File: src/rtl/assert_macros.svh
// ----------------------------------------------------------------------------
// Assertion macros
// Shared concurrent assertion shorthands; reset is synchronous, active low.
// ----------------------------------------------------------------------------
`ifndef ASSERT_MACROS_SVH
`define ASSERT_MACROS_SVH

// Same-cycle implication.
`define ASSERT_IMPLY(lbl, clk, rst_n, ante, cons) \
  lbl: assert property (@(posedge clk) disable iff (!rst_n) (ante) |-> (cons)) \
    else $error("%m: assertion failed");

// Next-cycle implication.
`define ASSERT_NEXT(lbl, clk, rst_n, ante, cons) \
  lbl: assert property (@(posedge clk) disable iff (!rst_n) (ante) |=> (cons)) \
    else $error("%m: assertion failed");

`endif

File: src/rtl/ubs_pkg.sv
// ----------------------------------------------------------------------------
// ubs_pkg
// Types and constants for the UART bit sequencer.
// ----------------------------------------------------------------------------
package ubs_pkg;

  // Data phase ends once the counter reaches this value.
  localparam logic [3:0] LAST_DATA_COUNT = 4'd7;

  typedef enum logic [10:0] {
    PH_IDLE     = 11'b000_0000_0001,
    PH_LOAD     = 11'b000_0000_0010,
    PH_TX_START = 11'b000_0000_0100,
    PH_TX_DATA  = 11'b000_0000_1000,
    PH_TX_PAR   = 11'b000_0001_0000,
    PH_TX_STOP  = 11'b000_0010_0000,
    PH_RX_START = 11'b000_0100_0000,
    PH_RX_DATA  = 11'b000_1000_0000,
    PH_RX_PAR   = 11'b001_0000_0000,
    PH_RX_STOP  = 11'b010_0000_0000,
    PH_ERROR    = 11'b100_0000_0000
  } phase_t;

  typedef struct packed {
    logic soft_reset;
    logic tx_full;
    logic line_in;
    logic parity_bad;
  } in_item_t;

  typedef struct packed {
    logic load_strobe;
    logic tx_start_strobe;
    logic tx_data_strobe;
    logic tx_parity_strobe;
    logic tx_stop_strobe;
    logic rx_start_strobe;
    logic rx_data_strobe;
    logic rx_parity_strobe;
    logic rx_stop_strobe;
    logic error_strobe;
    logic sent_flag;
    logic received_flag;
  } out_item_t;

  // Input register contents handed to the sequencer.
  typedef struct packed {
    logic     valid;
    in_item_t item;
  } in_beat_t;

endpackage

File: src/rtl/ubs_in_reg.sv
// ----------------------------------------------------------------------------
// ubs_in_reg
// Input register stage; holds one beat until the sequencer takes it.
// ----------------------------------------------------------------------------
module ubs_in_reg (
  input  logic              clk,
  input  logic              rst_n,
  input  logic              in_valid,
  output logic              in_stall,
  input  ubs_pkg::in_item_t in_data,
  input  logic              take,
  output ubs_pkg::in_beat_t beat
);

  logic              valid_r;
  logic              valid_nxt;
  ubs_pkg::in_item_t item_r;

  // Stage frees up when empty or when its beat moves on this cycle.
  assign in_stall  = valid_r && !take;
  assign valid_nxt = in_stall ? valid_r : in_valid;

  always_ff @(posedge clk) begin
    if (!rst_n) begin
      valid_r <= 1'b0;
    end else begin
      valid_r <= valid_nxt;
    end
  end

  always_ff @(posedge clk) begin
    if (in_valid && !in_stall) begin
      item_r <= in_data;
    end
  end

  assign beat.valid = valid_r;
  assign beat.item  = item_r;

endmodule

File: src/rtl/ubs_fsm.sv
// ----------------------------------------------------------------------------
// ubs_fsm
// Frame phase machine, bit counter, sticky flags and result register.
// ----------------------------------------------------------------------------
`include "assert_macros.svh"

module ubs_fsm (
  input  logic               clk,
  input  logic               rst_n,
  input  ubs_pkg::in_beat_t  beat,
  output logic               take,
  input  logic               cfg_valid,
  input  logic               cfg_data,
  output logic               out_valid,
  input  logic               out_stall,
  output ubs_pkg::out_item_t out_data
);

  ubs_pkg::phase_t    phase_r, phase_nxt, phase_mv;
  logic [3:0]         bit_count_r, bit_count_nxt;
  logic               sent_r, sent_nxt;
  logic               rcvd_r, rcvd_nxt;
  logic               parity_on_r, parity_on_nxt;
  logic               out_valid_r, out_valid_nxt;
  ubs_pkg::out_item_t out_data_r, out_data_nxt;
  logic [9:0]         strb;
  logic               step;
  logic               last_bit;
  ubs_pkg::in_item_t  it;

  assign it       = beat.item;
  assign take     = !out_valid_r || !out_stall;
  assign step     = beat.valid && take;
  assign last_bit = bit_count_r >= ubs_pkg::LAST_DATA_COUNT;

  // Next phase and strobe set; strb bit 9 is load, bit 0 is error.
  always_comb begin
    phase_mv = ubs_pkg::PH_IDLE;
    strb     = 10'b0;
    unique case (phase_r)
      ubs_pkg::PH_IDLE: begin
        if (!it.tx_full) begin
          phase_mv = ubs_pkg::PH_LOAD;
          strb[9]  = 1'b1;
        end else if (!it.line_in) begin
          phase_mv = ubs_pkg::PH_RX_START;
          strb[4]  = 1'b1;
        end
      end
      ubs_pkg::PH_LOAD: begin
        phase_mv = ubs_pkg::PH_TX_START;
        strb[8]  = 1'b1;
      end
      ubs_pkg::PH_TX_START: begin
        phase_mv = ubs_pkg::PH_TX_DATA;
        strb[7]  = 1'b1;
      end
      ubs_pkg::PH_TX_DATA: begin
        strb[7] = 1'b1;
        if (last_bit) begin
          phase_mv = parity_on_r ? ubs_pkg::PH_TX_PAR : ubs_pkg::PH_TX_STOP;
        end else begin
          phase_mv = ubs_pkg::PH_TX_DATA;
        end
      end
      ubs_pkg::PH_TX_PAR: begin
        strb[6]  = 1'b1;
        phase_mv = ubs_pkg::PH_TX_STOP;
      end
      ubs_pkg::PH_TX_STOP: begin
        strb[5]  = 1'b1;
        phase_mv = it.tx_full ? ubs_pkg::PH_IDLE : ubs_pkg::PH_LOAD;
      end
      ubs_pkg::PH_RX_START: begin
        strb[4]  = 1'b1;
        phase_mv = ubs_pkg::PH_RX_DATA;
      end
      ubs_pkg::PH_RX_DATA: begin
        strb[3] = 1'b1;
        if (last_bit) begin
          phase_mv = parity_on_r ? ubs_pkg::PH_RX_PAR : ubs_pkg::PH_RX_STOP;
        end else begin
          phase_mv = ubs_pkg::PH_RX_DATA;
        end
      end
      ubs_pkg::PH_RX_PAR: begin
        strb[2]  = 1'b1;
        phase_mv = it.parity_bad ? ubs_pkg::PH_ERROR : ubs_pkg::PH_RX_STOP;
      end
      ubs_pkg::PH_RX_STOP: begin
        strb[1]  = 1'b1;
        phase_mv = it.line_in ? ubs_pkg::PH_IDLE : ubs_pkg::PH_ERROR;
      end
      ubs_pkg::PH_ERROR: begin
        strb[0]  = 1'b1;
        phase_mv = ubs_pkg::PH_IDLE;
      end
      default: begin
        phase_mv = ubs_pkg::PH_IDLE;
      end
    endcase
  end

  // State update for one beat.
  always_comb begin
    phase_nxt     = phase_r;
    bit_count_nxt = bit_count_r;
    sent_nxt      = sent_r;
    rcvd_nxt      = rcvd_r;
    parity_on_nxt = cfg_valid ? cfg_data : parity_on_r;
    if (step) begin
      if (it.soft_reset) begin
        phase_nxt     = ubs_pkg::PH_IDLE;
        bit_count_nxt = 4'd0;
        sent_nxt      = 1'b0;
        rcvd_nxt      = 1'b0;
        parity_on_nxt = 1'b0;
      end else begin
        phase_nxt = phase_mv;
        if (phase_mv == ubs_pkg::PH_TX_DATA || phase_mv == ubs_pkg::PH_RX_DATA) begin
          bit_count_nxt = bit_count_r + 4'd1;
        end
        if (phase_mv == ubs_pkg::PH_LOAD || phase_mv == ubs_pkg::PH_RX_START) begin
          bit_count_nxt = 4'd0;
        end
        if (phase_mv == ubs_pkg::PH_TX_STOP) begin
          sent_nxt = 1'b1;
        end
        if (phase_mv == ubs_pkg::PH_RX_STOP && it.line_in) begin
          rcvd_nxt = 1'b1;
        end
      end
    end
  end

  always_comb begin
    if (it.soft_reset) begin
      out_data_nxt = '0;
    end else begin
      out_data_nxt.load_strobe      = strb[9];
      out_data_nxt.tx_start_strobe  = strb[8];
      out_data_nxt.tx_data_strobe   = strb[7];
      out_data_nxt.tx_parity_strobe = strb[6];
      out_data_nxt.tx_stop_strobe   = strb[5];
      out_data_nxt.rx_start_strobe  = strb[4];
      out_data_nxt.rx_data_strobe   = strb[3];
      out_data_nxt.rx_parity_strobe = strb[2];
      out_data_nxt.rx_stop_strobe   = strb[1];
      out_data_nxt.error_strobe     = strb[0];
      out_data_nxt.sent_flag        = sent_nxt;
      out_data_nxt.received_flag    = rcvd_nxt;
    end
  end

  assign out_valid_nxt = take ? beat.valid : out_valid_r;

  always_ff @(posedge clk) begin
    if (!rst_n) begin
      phase_r     <= ubs_pkg::PH_IDLE;
      bit_count_r <= 4'd0;
      sent_r      <= 1'b0;
      rcvd_r      <= 1'b0;
      parity_on_r <= 1'b0;
      out_valid_r <= 1'b0;
    end else begin
      phase_r     <= phase_nxt;
      bit_count_r <= bit_count_nxt;
      sent_r      <= sent_nxt;
      rcvd_r      <= rcvd_nxt;
      parity_on_r <= parity_on_nxt;
      out_valid_r <= out_valid_nxt;
    end
  end

  always_ff @(posedge clk) begin
    if (step) begin
      out_data_r <= out_data_nxt;
    end
  end

  assign out_valid = out_valid_r;
  assign out_data  = out_data_r;

  // Bits 11..2 of the result are the ten phase strobes.
  `ASSERT_IMPLY(a_strb_onehot0, clk, rst_n, out_valid_r, $onehot0(out_data_r[11:2]))
  `ASSERT_NEXT(a_sent_sticky, clk, rst_n, sent_r && !(step && it.soft_reset), sent_r)
  `ASSERT_IMPLY(a_data_count, clk, rst_n, phase_r == ubs_pkg::PH_TX_DATA || phase_r == ubs_pkg::PH_RX_DATA, bit_count_r != 4'd0)
  `ASSERT_NEXT(a_err_to_idle, clk, rst_n, step && phase_r == ubs_pkg::PH_ERROR, phase_r == ubs_pkg::PH_IDLE)

endmodule

File: src/rtl/uart_bit_sequencer_fsm.sv
// ----------------------------------------------------------------------------
// uart_bit_sequencer_fsm
// UART transceiver control sequencer, one input beat per bit-period tick.
// ----------------------------------------------------------------------------
// Usage:
//   in_*  : one beat per bit period (soft_reset, tx_full, line_in, parity_bad),
//           valid/stall handshake; accepted when in_valid && !in_stall.
//   out_* : exactly one result beat per input beat: the phase strobes (at most
//           one set) chosen this tick plus sticky sent/received flags.
//   cfg_* : single register parity_on, written when cfg_valid && cfg_ready.
//           cfg_ready is always high; write only while the block is idle.
// Path: a beat accepted into the input register is then taken by the phase
//   logic, which feeds the result register that drives out_*.
// Throughput: one beat per clock while out_stall is low.
// Stall: out_stall holds the result register; the input register fills and
//   in_stall then follows out_stall combinationally. Nothing is dropped.
// Reset: rst_n (sync, active low) empties both stages, returns to idle and
//   clears counter, flags and parity_on. A soft_reset beat returns to idle and
//   clears the same state in band, and yields an all-zero result.
// ----------------------------------------------------------------------------
module uart_bit_sequencer_fsm (
  input  logic               clk,
  input  logic               rst_n,
  input  logic               in_valid,
  output logic               in_stall,
  input  ubs_pkg::in_item_t  in_data,
  output logic               out_valid,
  input  logic               out_stall,
  output ubs_pkg::out_item_t out_data,
  input  logic               cfg_valid,
  output logic               cfg_ready,
  input  logic               cfg_data
);

  ubs_pkg::in_beat_t beat;
  logic              take;

  // Config is accepted any cycle; the user must keep writes away from live beats, the block does not enforce it.
  assign cfg_ready = 1'b1;

  // Input register: parts the upstream handshake from the phase logic.
  ubs_in_reg u_in_reg (
    .clk      (clk),
    .rst_n    (rst_n),
    .in_valid (in_valid),
    .in_stall (in_stall),
    .in_data  (in_data),
    .take     (take),
    .beat     (beat)
  );

  // Phase machine and result register.
  ubs_fsm u_fsm (
    .clk       (clk),
    .rst_n     (rst_n),
    .beat      (beat),
    .take      (take),
    .cfg_valid (cfg_valid && cfg_ready),
    .cfg_data  (cfg_data),
    .out_valid (out_valid),
    .out_stall (out_stall),
    .out_data  (out_data)
  );

endmodule
File: config.mk
export PLATFORM = sky130hd
export DESIGN_NAME = uart_bit_sequencer_fsm
export DESIGN_NICKNAME = d
export VERILOG_FILES = /design/src/rtl/ubs_pkg.sv /design/src/rtl/ubs_in_reg.sv /design/src/rtl/ubs_fsm.sv /design/src/rtl/uart_bit_sequencer_fsm.sv
export VERILOG_INCLUDE_DIRS = /design/src /design/src/rtl
export SDC_FILE = /design/constraint.sdc
export NUM_CORES = 1
export LEC_CHECK = 0
export BUFFER_PORTS_ARGS = -buffer_cell sky130_fd_sc_hd__buf_2
export CAP_MARGIN = 20
export CORE_AREA = 5 5 94 61
export DETAILED_ROUTE_END_ITERATION = 10
export DIE_AREA = 0 0 99 66
export GPL_TIMING_DRIVEN = 1
export PLACE_DENSITY_LB_ADDON = 0.25
export SYNTH_ARGS = -nofsm -noshare
export SYNTH_HDL_FRONTEND = slang
export SYNTH_SLANG_ARGS = --single-unit
export TNS_END_PERCENT = 1
File: constraint.sdc
create_clock -name clk -period 3.3 [get_ports clk]
set_input_delay 0.99 -clock clk [delete_from_list [all_inputs] [get_ports clk]]
set_output_delay 0.99 -clock clk [all_outputs]
set_load 0.05 [all_outputs]
==> out/summary.log, run 1 <==
INFO  global_route   grt_overflow=0
INFO  clock_tree     cts-resized-gates=0
INFO  clock_tree     cts_inserted_buffers=5
INFO  finish         fin_util=44.1%
INFO  routing        route.antenna.remaining_nets=0
INFO  setup_path     crit_slowest_cell=sky130_fd_sc_hd__buf_2
INFO  sta            max_slew.worst_pin.slew=0.652ns
INFO  yosys          synth_top_area_cell=sky130_fd_sc_hd__edfxtp_1
INFO  status         outcome=finished, final reports clean
INFO  setup_path     critical_path.cell_chain=buf_2 > and3_1 > buf_2
INFO  place          io_buffers=23
INFO  power          power_leakage=0.807nW
INFO  clock_tree     clock_sink_count=36
INFO  finish         final.fill_count=494
INFO  yosys          synth_largest_type_area_fraction=26.3%
INFO  floorplan      placeableCoreArea=0.00483mm2
INFO  setup_path     cp_top_family=buffers and inverters
INFO  yosys          synth.distinct_cells=51
INFO  routing        viasPerCell=5.33
INFO  yosys          synth.cell_area=0.00183mm2
INFO  floorplan      die_height=66um
INFO  routing        dr.pass1.iters=4
INFO  power          power.total=1.13mW
INFO  finish         drive_above_1_share=19.1%
INFO  job            maxCapViolations=0
INFO  sta            hold_viol=0
INFO  place          gp_congestion=0.881
INFO  finish         multiInputGateArea=856um2
INFO  yosys          ys.warnings.count=0
INFO  setup_path     crit_path_max_fanout=3
INFO  global_route   pin_count_of_the_biggest_net_entering_global_routing=23
INFO  clock_tree     cts_root_buffer=sky130_fd_sc_hd__clkbuf_8
INFO  clock_tree     cts_max_level=2
INFO  floorplan      chipWidth=99um
INFO  finish         final-seq-area=881um2
INFO  yosys          synthesis.instances=193
INFO  floorplan      io_pins=25
INFO  clock_tree     cts_setup_buffers=0
INFO  clock_tree     tritoncts=yes
INFO  setup_path     worst_setup_path_end_kind=output pin
INFO  power          power.ir.vdd_worst=0.317mV
INFO  yosys          yosysSeqAreaShare=48.2%
INFO  sta            min_period_over_period=77.1%
INFO  finish         layout-area-overhead-vs-synth=16.5%
INFO  clock_tree     cts.path.max_buffers=2
INFO  setup_path     crit_top_cell=sky130_fd_sc_hd__buf_2
INFO  yosys          post_synth.cell_area_avg=9.48um2
INFO  clock_tree     clock_latency_late_sink=0.30ns
INFO  finish         finalNonFillerCells=281
INFO  finish         antennaDiodeCount=0
INFO  yosys          syn-num-nets=204
INFO  floorplan      placement_rows=20
INFO  clock_tree     number_of_hold_repair_buffers_added_at_the_cts_stage=0
INFO  sta            maxSlewHeadroom=56.5%
INFO  setup_path     cp_data_required_time=2.31ns
INFO  setup_path     worstSetupPathType=in -> out
INFO  yosys          postSynth.asyncResetShare=0%
INFO  place          post_dp_hpwl=2870um
INFO  routing        detail_route.wl_per_cell=14.6um
INFO  yosys          yosys-top-cells-count=sky130_fd_sc_hd__dfxtp_1 (20), sky130_fd_sc_hd__nand2_1 (20), sky130_fd_sc_hd__nor2_1 (17), sky130_fd_sc_hd__edfxtp_1 (16), sky130_fd_sc_hd__a21oi_1 (10)
INFO  yosys          netlist_top_cells_area=sky130_fd_sc_hd__edfxtp_1 (26%), sky130_fd_sc_hd__dfxtp_1 (22%), sky130_fd_sc_hd__nand2_1 (4.1%), sky130_fd_sc_hd__nor2_1 (3.5%), sky130_fd_sc_hd__a21oi_1 (2.7%)
INFO  setup_path     critical_path.startpoint_type=primary input
INFO  clock_tree     worst_setup_hold_path_clk_slew=0.07ns
INFO  global_route   first_global_vias=1324
INFO  routing        routed_wirelength=4100um
INFO  setup_path     critical_path.n_buffers_inverters=2
INFO  worst_hold_path worstHoldPathType=reg -> reg
INFO  sta            period_minus_slack=2.54ns
INFO  power          power_per_cell_area=531mW/mm2
INFO  finish         layout.nets=225
INFO  global_route   grt_antenna_before_repair=0
INFO  sta            fin_skew=0.00162ns
INFO  setup_path     max_stage_delay=0.27ns
INFO  routing        vias=1498
INFO  floorplan      die_area=0.00653mm2
INFO  floorplan      initial_core_util=37.9%
INFO  setup_path     cp.arrival=1.55ns
INFO  yosys          synthesis_stage_register_bit_count=36
INFO  sta            finalSetupTns=0ns
INFO  yosys          synth-edff-count=16
INFO  sta            fin_hold_ws=0.469ns
INFO  routing        drt_drc_violations_left=0
INFO  yosys          post_synth_top_flop=sky130_fd_sc_hd__dfxtp_1
INFO  sta            fmax=393MHz
INFO  global_route   grt_pass1_wl=6870um
INFO  global_route   gr-usage-all-layers=13.6%
INFO  place          post-place-cells=273
INFO  routing        drt-initial-drc-count=104
INFO  sta            grt_setup_unrepaired=no
INFO  sta            finalMaxSlewViolations=0
INFO  sta            setup_viol=0
[stage by stage]
stage	setup slack, ns	cell area, um2
detailed placement	0.754	1970
global placement	0.772	1970
floorplan	0.839	1830
global route	0.719	2130
CTS	0.749	2130
finish	0.756	2130
[layer usage]
metal	vias to the layer above	GRT usage [%]	part of all wire (%)
met2	46	17.0	37
met5	-	0	0
met1	703	20.9	53
met3	5	4.32	8.3
met4	0	5.11	1.1
li1	744	-	-
[worst paths after layout]
| kind | endpoint | start | slack (ns) | depth (start not counted) |
|---|---|---|---|---|
| min reg2reg | u_fsm.sent_r | u_fsm.sent_r | 0.47 | 2 |
| max reg2reg | u_fsm.bit_count_r[3] | u_fsm.phase_r[5] | 1.03 | 6 |
| min | u_fsm.sent_r | u_fsm.sent_r | 0.47 | 2 |
| max | in_stall | out_stall | 0.76 | 3 |
[power by group]
group / internal [mW] / switching (mW)
Clock: 0.378 / 0.171
Sequential: 0.478 / 0.0122
Combinational: 0.0266 / 0.0657
Total: 0.883 / 0.249
[cells by family after synthesis]
kind of cell	share of synthesized area [%]
other cells	0.205
flops	48.2
compound gates	15.5
xor+xnor	1.44
buf+inv	5.06
mux	0.547
simple gates	28.5
fa+ha+maj	0.684
[flip-flops by register name, summed over array words and instances (netlist names)]
register,cells
u_fsm.out_valid,1
u_fsm.phase_r,11
u_in_reg.valid_r,1
u_fsm.out_data,12
u_fsm.sent_r,1
u_fsm.parity_on_r,1
u_fsm.bit_count_r,4
u_in_reg.beat,4
u_fsm.rcvd_r,1
[worst reg2reg max path: cells and delay by family, from the launching register on]
family / cells / cell delay (ns)
flip-flops: 1 / 0.43
AO/OA/AOI/OAI: 2 / 0.31
AND/OR/NAND/NOR: 4 / 1.48
[cell type report]
cell class | instances | share of cell area, %
sequential | 36 | 41.3
multi-input combinational | 141 | 40.2
timing repair buffer | 26 | 6.46
clock inverter | 3 | 4.23
tap | 66 | 3.88
clock buffer | 5 | 3.23
inverter | 4 | 0.705
[cell usage in the layout (no fill, tap or decap), types with 3 or more instances in the layout]
master,count
sky130_fd_sc_hd__buf_4,3
sky130_fd_sc_hd__bufinv_16,3
sky130_fd_sc_hd__clkbuf_8,5
sky130_fd_sc_hd__o22ai_1,4
sky130_fd_sc_hd__nor2b_1,8
sky130_fd_sc_hd__a21oi_1,10
sky130_fd_sc_hd__nand3b_1,4
sky130_fd_sc_hd__dfxtp_1,20
sky130_fd_sc_hd__nand2_1,20
sky130_fd_sc_hd__nor4_1,4
sky130_fd_sc_hd__inv_1,4
sky130_fd_sc_hd__buf_2,23
sky130_fd_sc_hd__nand4b_1,3
sky130_fd_sc_hd__nor3_1,9
sky130_fd_sc_hd__a21boi_0,6
sky130_fd_sc_hd__nand3_1,4
sky130_fd_sc_hd__nand4_1,5
sky130_fd_sc_hd__o21ai_0,9
sky130_fd_sc_hd__edfxtp_1,16
sky130_fd_sc_hd__nor2_1,17
Note: power is estimated with default switching activity, not from simulation.
==> run 2, diff against run 1 <==
- clock period: 3.3 -> 2.3 ns (I/O delays scaled with it)
==> run 2 against run 1 <==
Compared with the run above: highest routed layer unchanged; via count grew 2.7%; register-to-register slack lost 0.88 ns; critical path depth grew 3; first-iteration DRC count shrank 4.8%; sequential share of layout area shrank 0.90 points; global-route usage is essentially flat; clock skew grew 0.0017 ns; final cell count grew 4.6%; worst hold slack lost 0.0061 ns; cell area grew 2.2%.
==> out/summary.log, run 2 (same netlist as run 1, synthesis figures left out) <==
INFO  setup_path     cp_top_family=simple AND/OR/NAND/NOR gates
INFO  job            maxCapViolations=0 [unchanged]
INFO  sta            fmax=465MHz
INFO  clock_tree     cts-resized-gates=0 [unchanged]
INFO  sta            finalMaxSlewViolations=0 [unchanged]
INFO  clock_tree     cts.path.max_buffers=2 [unchanged]
INFO  sta            min_period_over_period=93.4%
INFO  setup_path     critical_path.cell_chain=or4_4 > nor4_4 > o2bb2ai_2 > nand4_1 > or3b_1 > o22ai_1
INFO  place          gp_congestion=0.946 [+7.4%]
INFO  status         outcome=finished, final reports clean
INFO  clock_tree     tritoncts=yes
INFO  setup_path     worstSetupPathType=reg -> reg
INFO  floorplan      initial_core_util=37.9% [unchanged]
INFO  clock_tree     clock_sink_count=36 [unchanged]
INFO  routing        viasPerCell=5.23 [-1.9%]
INFO  power          power.total=1.33mW [+18%]
INFO  setup_path     cp.arrival=2.36ns [+0.81 ns]
INFO  clock_tree     number_of_hold_repair_buffers_added_at_the_cts_stage=0 [unchanged]
INFO  finish         layout.nets=238 [+5.8%]
INFO  setup_path     crit_path_max_fanout=7 [+4]
INFO  power          p_sw=328uW [+32%]
INFO  sta            hold_viol=0 [unchanged]
INFO  routing        vias=1538 [+2.7%]
INFO  sta            finalSetupTns=0ns [unchanged]
INFO  setup_path     critical_path.n_buffers_inverters=0 [-2]
INFO  routing        route.antenna.remaining_nets=0 [unchanged]
INFO  finish         antennaDiodeCount=0 [unchanged]
INFO  setup_path     cp_data_required_time=2.51ns [+0.20 ns]
INFO  sta            setup_viol=0 [unchanged]
INFO  routing        drt-initial-drc-count=99 [-4.8%]
INFO  setup_path     critical_path.startpoint_type=flip-flop
INFO  clock_tree     cts_root_buffer=sky130_fd_sc_hd__clkbuf_8
INFO  finish         most_frequent_cells_in_the_layout=sky130_fd_sc_hd__buf_2 (23), sky130_fd_sc_hd__nand2_1 (20), sky130_fd_sc_hd__dfxtp_1 (20)
INFO  finish         fin_util=45.1% [+0.98 points]
INFO  place          post_dp_hpwl=3280um [+14%]
INFO  global_route   pin_count_of_the_biggest_net_entering_global_routing=16 [-30%]
INFO  setup_path     crit_slowest_cell=sky130_fd_sc_hd__or4_4
INFO  sta            max_slew.worst_pin.slew=0.515ns [-0.137 ns]
INFO  global_route   gr-usage-all-layers=13.6% [+0.041 points]
INFO  global_route   first_global_vias=1383 [+4.5%]
INFO  setup_path     worst_setup_path_end_kind=flip-flop
INFO  power          power_switching_share=24.6% [+2.6 points]
INFO  clock_tree     clock_latency_late_sink=0.28ns [-0.02 ns]
INFO  routing        routed_wirelength=4270um [+4.2%]
INFO  floorplan      chipWidth=99um [unchanged]
INFO  place          place_area=0.00207mm2 [+4.9%]
INFO  place          post-place-cells=286 [+4.8%]
INFO  power          power.ir.vdd_worst=0.322mV [+1.4%]
INFO  setup_path     max_stage_delay=0.59ns [+0.32 ns]
INFO  sta            period_minus_slack=2.15ns
INFO  sta            maxSlewHeadroom=65.7% [+9.2 points]
INFO  floorplan      placement_rows=20 [unchanged]
INFO  floorplan      die_height=66um [unchanged]
INFO  finish         layout-area-overhead-vs-synth=19.1%
INFO  finish         layout.cell_area.non_filler=0.00218mm2 [+2.2%]
INFO  power          power.share.clock=36.5% [-12 points]
INFO  clock_tree     cts_setup_buffers=0 [unchanged]
INFO  power          power_leakage=0.850nW [+5.4%]
INFO  global_route   grt_antenna_before_repair=0 [unchanged]
INFO  finish         max_reg_flops=12 [unchanged]
INFO  clock_tree     cts_inserted_buffers=5 [unchanged]
INFO  power          power_per_cell_area=612mW/mm2 [+15%]
INFO  floorplan      die_area=0.00653mm2 [unchanged]
INFO  finish         finalNonFillerCells=294 [+4.6%]
INFO  routing        detail_route.wl_per_cell=14.5um [-0.44%]
INFO  global_route   grt_overflow=0 [unchanged]
INFO  place          io_buffers=23 [unchanged]
INFO  clock_tree     worst_setup_hold_path_clk_slew=0.07ns [about the same]
INFO  global_route   grt_pass1_wl=6840um [-0.31%]
INFO  clock_tree     cts_max_level=2 [unchanged]
INFO  floorplan      placeableCoreArea=0.00483mm2 [unchanged]
INFO  routing        dr.pass1.iters=4 [unchanged]
INFO  worst_hold_path worstHoldPathType=reg -> reg
INFO  power          power_frac_seq=52.5% [+9.2 points]
INFO  sta            fin_skew=0.00331ns [+0.00170 ns]
INFO  routing        drt_drc_violations_left=0 [unchanged]
INFO  finish         drive_above_1_share=23.2% [+4.2 points]
INFO  finish         most_common_cell_after_layout_fill_and_taps_aside=sky130_fd_sc_hd__buf_2
INFO  power          internal-power=1.01mW [+14%]
INFO  power          comb_power_share=11.1% [+2.9 points]
INFO  floorplan      io_pins=25 [unchanged]
INFO  sta            grt_setup_unrepaired=no
[run 2: cell count changes in the layout (fill, tap and decap cells not counted)]
cell / before / now
sky130_fd_sc_hd__buf_4: 3 / 16
sky130_fd_sc_hd__bufinv_16: 3 / 0
sky130_fd_sc_hd__clkbuf_1: 0 / 1
sky130_fd_sc_hd__clkbuf_8: 5 / 7
sky130_fd_sc_hd__nor4_2: 1 / 0
sky130_fd_sc_hd__nor4_4: 1 / 2
[run 2: through the flow]
step                      worst slack, ns  hold WS (ns)
after detailed placement            0.196         0.452
final                               0.151         0.463
after global routing               0.0363         0.505
after CTS                           0.171         0.468
after floorplan                     0.290         0.424
after global placement              0.247         0.444
[run 2: cell type report]
type                       count  area, um2
fill                         488       2650
timing repair buffer          39        235
sequential                    36        881
clock buffer                   8        100
tap                           66       82.6
multi-input combinational    141        865
inverter                       4       15.0
[run 2: path summary, 6_finish.rpt]
path | depth (start not counted) | start | to | slack [ns]
setup / recovery | 6 | u_fsm.phase_r[10] | u_fsm.bit_count_r[3] | 0.15
hold / removal | 2 | u_fsm.sent_r | u_fsm.sent_r | 0.46
setup reg to reg | 6 | u_fsm.phase_r[10] | u_fsm.bit_count_r[3] | 0.15
hold reg to reg | 2 | u_fsm.sent_r | u_fsm.sent_r | 0.46
[run 2: per-layer routing]
layer  up-vias  GRT usage [%]  wire, um
li1        769              -         -
met1       691           20.3      2180
met2        71           17.6      1580
met3         7           5.69       463
met4         0           3.58        46
met5         -              0         0
[run 2: power by group through the flow]
stage / Combinational [mW] / Clock (mW) / Sequential (mW)
final: 0.148 / 0.486 / 0.700
after global routing: 0.158 / 0.531 / 0.702
after CTS: 0.147 / 0.502 / 0.699
after detailed placement: 0.147 / 0 / 0.714
after global placement: 0.147 / 0 / 0.714
after floorplan: 0.0699 / 0 / 0.746
[run 2: worst register-to-register path, delay by kind of cell (launching register included)]
| kind | cells | cell delay, ns |
|---|---|---|
| flip-flops | 1 | 0.37 |
| AND/OR/NAND/NOR | 4 | 1.40 |
| AO/OA/AOI/OAI | 2 | 0.31 |
==> run 3, diff against run 2 <==
- clock period: 2.3 -> 2 ns (I/O delays scaled with it)
==> run 3 against run 2 <==
Compared with the run above: the run now ends with setup timing left; sequential power rose by 15%; wire length grew 8.2%; sequential share of layout area shrank 2.9 points; global-route usage is 0.99 points higher; non-clock buffer count is 18 higher; fmax up 4.3%; clock power is 16% higher; die area did not move; worst hold slack hardly changed; clock skew grew 0.0042 ns; via count increased by 4.8%; power grew 16%; critical path type unchanged; critical endpoint unchanged; largest power group unchanged.
==> out/summary.log, run 3 (same netlist as run 1, synthesis figures left out) <==
INFO  status         outcome=finished, violations left
INFO  clock_tree     cts_setup_buffers=0 [unchanged]
INFO  floorplan      placement_rows=20 [unchanged]
INFO  finish         fin_util=48.6% [+3.5 points]
INFO  global_route   grt_overflow=0 [unchanged]
INFO  place          pre_cts_slack=-0.0313ns [-0.227 ns]
INFO  floorplan      initial_core_util=37.9% [unchanged]
INFO  floorplan      die_area=0.00653mm2 [unchanged]
INFO  finish         layout-area-overhead-vs-synth=28.2%
INFO  floorplan      chipWidth=99um [unchanged]
INFO  setup_path     worstSetupPathType=reg -> reg
INFO  finish         antennaDiodeCount=0 [unchanged]
INFO  place          gp_congestion=0.937 [-0.86%]
INFO  floorplan      die_height=66um [unchanged]
INFO  sta            hold_viol=0 [unchanged]
INFO  finish         most_frequent_cells_in_the_layout=sky130_fd_sc_hd__buf_4 (33), sky130_fd_sc_hd__buf_2 (23), sky130_fd_sc_hd__nand2_1 (20), sky130_fd_sc_hd__dfxtp_1 (20), sky130_fd_sc_hd__nor2_1 (17)
INFO  job            maxCapViolations=0 [unchanged]
INFO  routing        drt_drc_violations_left=0 [unchanged]
INFO  setup_path     max_stage_delay=0.58ns [about the same]
INFO  setup_path     worst_setup_path_end_kind=flip-flop
INFO  clock_tree     clock_sink_count=36 [unchanged]
INFO  finish         layout.cell_area.non_filler=0.00235mm2 [+7.7%]
INFO  global_route   grt_pass1_wl=7340um [+7.3%]
INFO  setup_path     cp-endpoint=u_fsm.bit_count_r[3]
INFO  finish         most_common_cell_after_layout_fill_and_taps_aside=sky130_fd_sc_hd__buf_4
INFO  routing        detail_route.wl_per_cell=14.8um [+1.9%]
INFO  finish         drive_above_1_share=31.3% [+8.1 points]
INFO  sta            finalMaxSlewViolations=0 [unchanged]
INFO  setup_path     crit_path_max_fanout=5 [-2]
INFO  setup_path     reg2reg_depth=6 [unchanged]
INFO  global_route   gr-usage-all-layers=14.6% [+0.99 points]
INFO  finish         max_reg_flops=12 [unchanged]
INFO  setup_path     critical_path.cell_chain=or4_4 > nor4_4 > o2bb2ai_2 > nand4_1 > or3b_1 > o22ai_1
INFO  setup_path     timing.rr.end=u_fsm.bit_count_r[3]
INFO  clock_tree     cts.path.max_buffers=2 [unchanged]
INFO  sta            fin_skew=0.00754ns [+0.00422 ns]
INFO  clock_tree     worst_setup_hold_path_clk_slew=0.07ns [about the same]
INFO  routing        dr.pass1.iters=4 [unchanged]
INFO  setup_path     cp.arrival=2.28ns [-0.08 ns]
INFO  finish         layout.nets=256 [+7.6%]
INFO  floorplan      placeableCoreArea=0.00483mm2 [unchanged]
INFO  power          power_leakage=0.953nW [+12%]
INFO  routing        viasPerCell=5.17 [-1.2%]
INFO  sta            period_minus_slack=2.06ns [-0.0877 ns]
INFO  clock_tree     clock_latency_late_sink=0.29ns [about the same]
INFO  global_route   first_global_vias=1412 [+2.1%]
INFO  clock_tree     cts_max_level=2 [unchanged]
INFO  setup_path     critical_path.n_buffers_inverters=0 [unchanged]
INFO  sta            setup_viol=1 [+1]
INFO  setup_path     cp_top_family=simple AND/OR/NAND/NOR gates
INFO  clock_tree     cts_root_buffer=sky130_fd_sc_hd__clkbuf_8
INFO  setup_path     regToRegStartpoint=u_fsm.phase_r[10]
INFO  setup_path     timing.reg2reg.setup_slack=-0.06ns [-0.21 ns]
INFO  sta            min_period_over_period=103% [+9.6 points]
INFO  floorplan      io_pins=25 [unchanged]
INFO  power          power_per_cell_area=661mW/mm2 [+7.9%]
INFO  clock_tree     tritoncts=yes
INFO  routing        vias=1612 [+4.8%]
INFO  place          io_buffers=23 [unchanged]
INFO  worst_hold_path min-delay-start=u_fsm.rcvd_r
INFO  global_route   pin_count_of_the_biggest_net_entering_global_routing=16 [unchanged]
INFO  routing        drt-initial-drc-count=129 [+30%]
INFO  clock_tree     number_of_hold_repair_buffers_added_at_the_cts_stage=0 [unchanged]
INFO  place          place_area=0.00222mm2 [+7.1%]
INFO  power          power.total=1.55mW [+16%]
INFO  status         violations_in_the_final_reports=setup timing
INFO  setup_path     worstSetupPathDepth=6 [unchanged]
INFO  global_route   grt_antenna_before_repair=0 [unchanged]
INFO  sta            final_critical_path_setup_slack=-0.0609ns [-0.212 ns]
INFO  setup_path     crit_slowest_cell=sky130_fd_sc_hd__or4_4
INFO  clock_tree     cts_inserted_buffers=5 [unchanged]
INFO  setup_path     cp_data_required_time=2.22ns [-0.29 ns]
INFO  sta            fmax=485MHz [+4.3%]
INFO  place          post_dp_hpwl=3510um [+7.0%]
INFO  sta            grt_setup_unrepaired=yes
INFO  power          power.ir.vdd_worst=0.393mV [+22%]
INFO  worst_hold_path worstHoldPathType=reg -> reg
INFO  setup_path     startpoint=u_fsm.phase_r[10]
INFO  routing        routed_wirelength=4620um [+8.2%]
INFO  routing        route.antenna.remaining_nets=0 [unchanged]
INFO  setup_path     critical_path.startpoint_type=flip-flop
[run 3: cell count changes in the layout (fill, tap and decap cells not counted), sizes merged]
cell	change
buf	+18
[run 3: worst min path at each step]
| stage | to | cells past startpoint |
|---|---|---|
| floorplan | u_fsm.rcvd_r | 2 |
| CTS | u_fsm.rcvd_r | 2 |
| global route | u_in_reg.beat[2] | 1 |
| finish | u_fsm.rcvd_r | 2 |
| detailed placement | u_fsm.rcvd_r | 2 |
| global placement | u_fsm.rcvd_r | 2 |
[run 3: power by group]
group	switching [mW]	internal [mW]
clock	0.250	0.314
combinational	0.121	0.0599
sequential	0.0160	0.789
[run 3: area by class of cell]
class,count,area [um2]
Clock buffer,8,100
Fill cell,460,2480
Inverter,4,15.0
Multi-Input combinational cell,141,885
Sequential cell,36,881
Tap cell,66,82.6
Timing Repair Buffer,57,383
[run 3: metal layers]
layer	part of all wire, %	track usage [%]	vias to the layer above
met5	0	0	-
met4	1.0	4.60	0
met3	8.9	4.11	5
met2	40	20.0	80
met1	50	21.8	727
li1	-	-	800
[run 3: tightest hold or removal path, stage by stage, from the launching register on]
cell and delay, ns:
sky130_fd_sc_hd__dfxtp_1 0.31, sky130_fd_sc_hd__a31oi_1 0.05, sky130_fd_sc_hd__nor2_1 0.07
[run 3: per-stage QoR]
| step | hold WS [ns] | std cells | TNS [ns] |
|---|---|---|---|
| 2_1_floorplan | 0.424 | 193 | -0.00977 |
| 3_3_place_gp | 0.446 | 304 | -0.0366 |
| 5_1_grt | 0.469 | 312 | -0.203 |
| 4_1_cts | 0.466 | 312 | -0.0491 |
| 6_report | 0.463 | 312 | -0.0609 |
| 3_5_place_dp | 0.447 | 304 | -0.0570 |
[run 3: repair_timing]
| item | in CTS | in global routing |
|---|---|---|
| pin swaps | 0 | 1 |
| gates resized for setup | 1 | 8 |
| setup endpoints to repair | 3 | 14 |
| endpoints found under the hold margin | 0 | 0 |
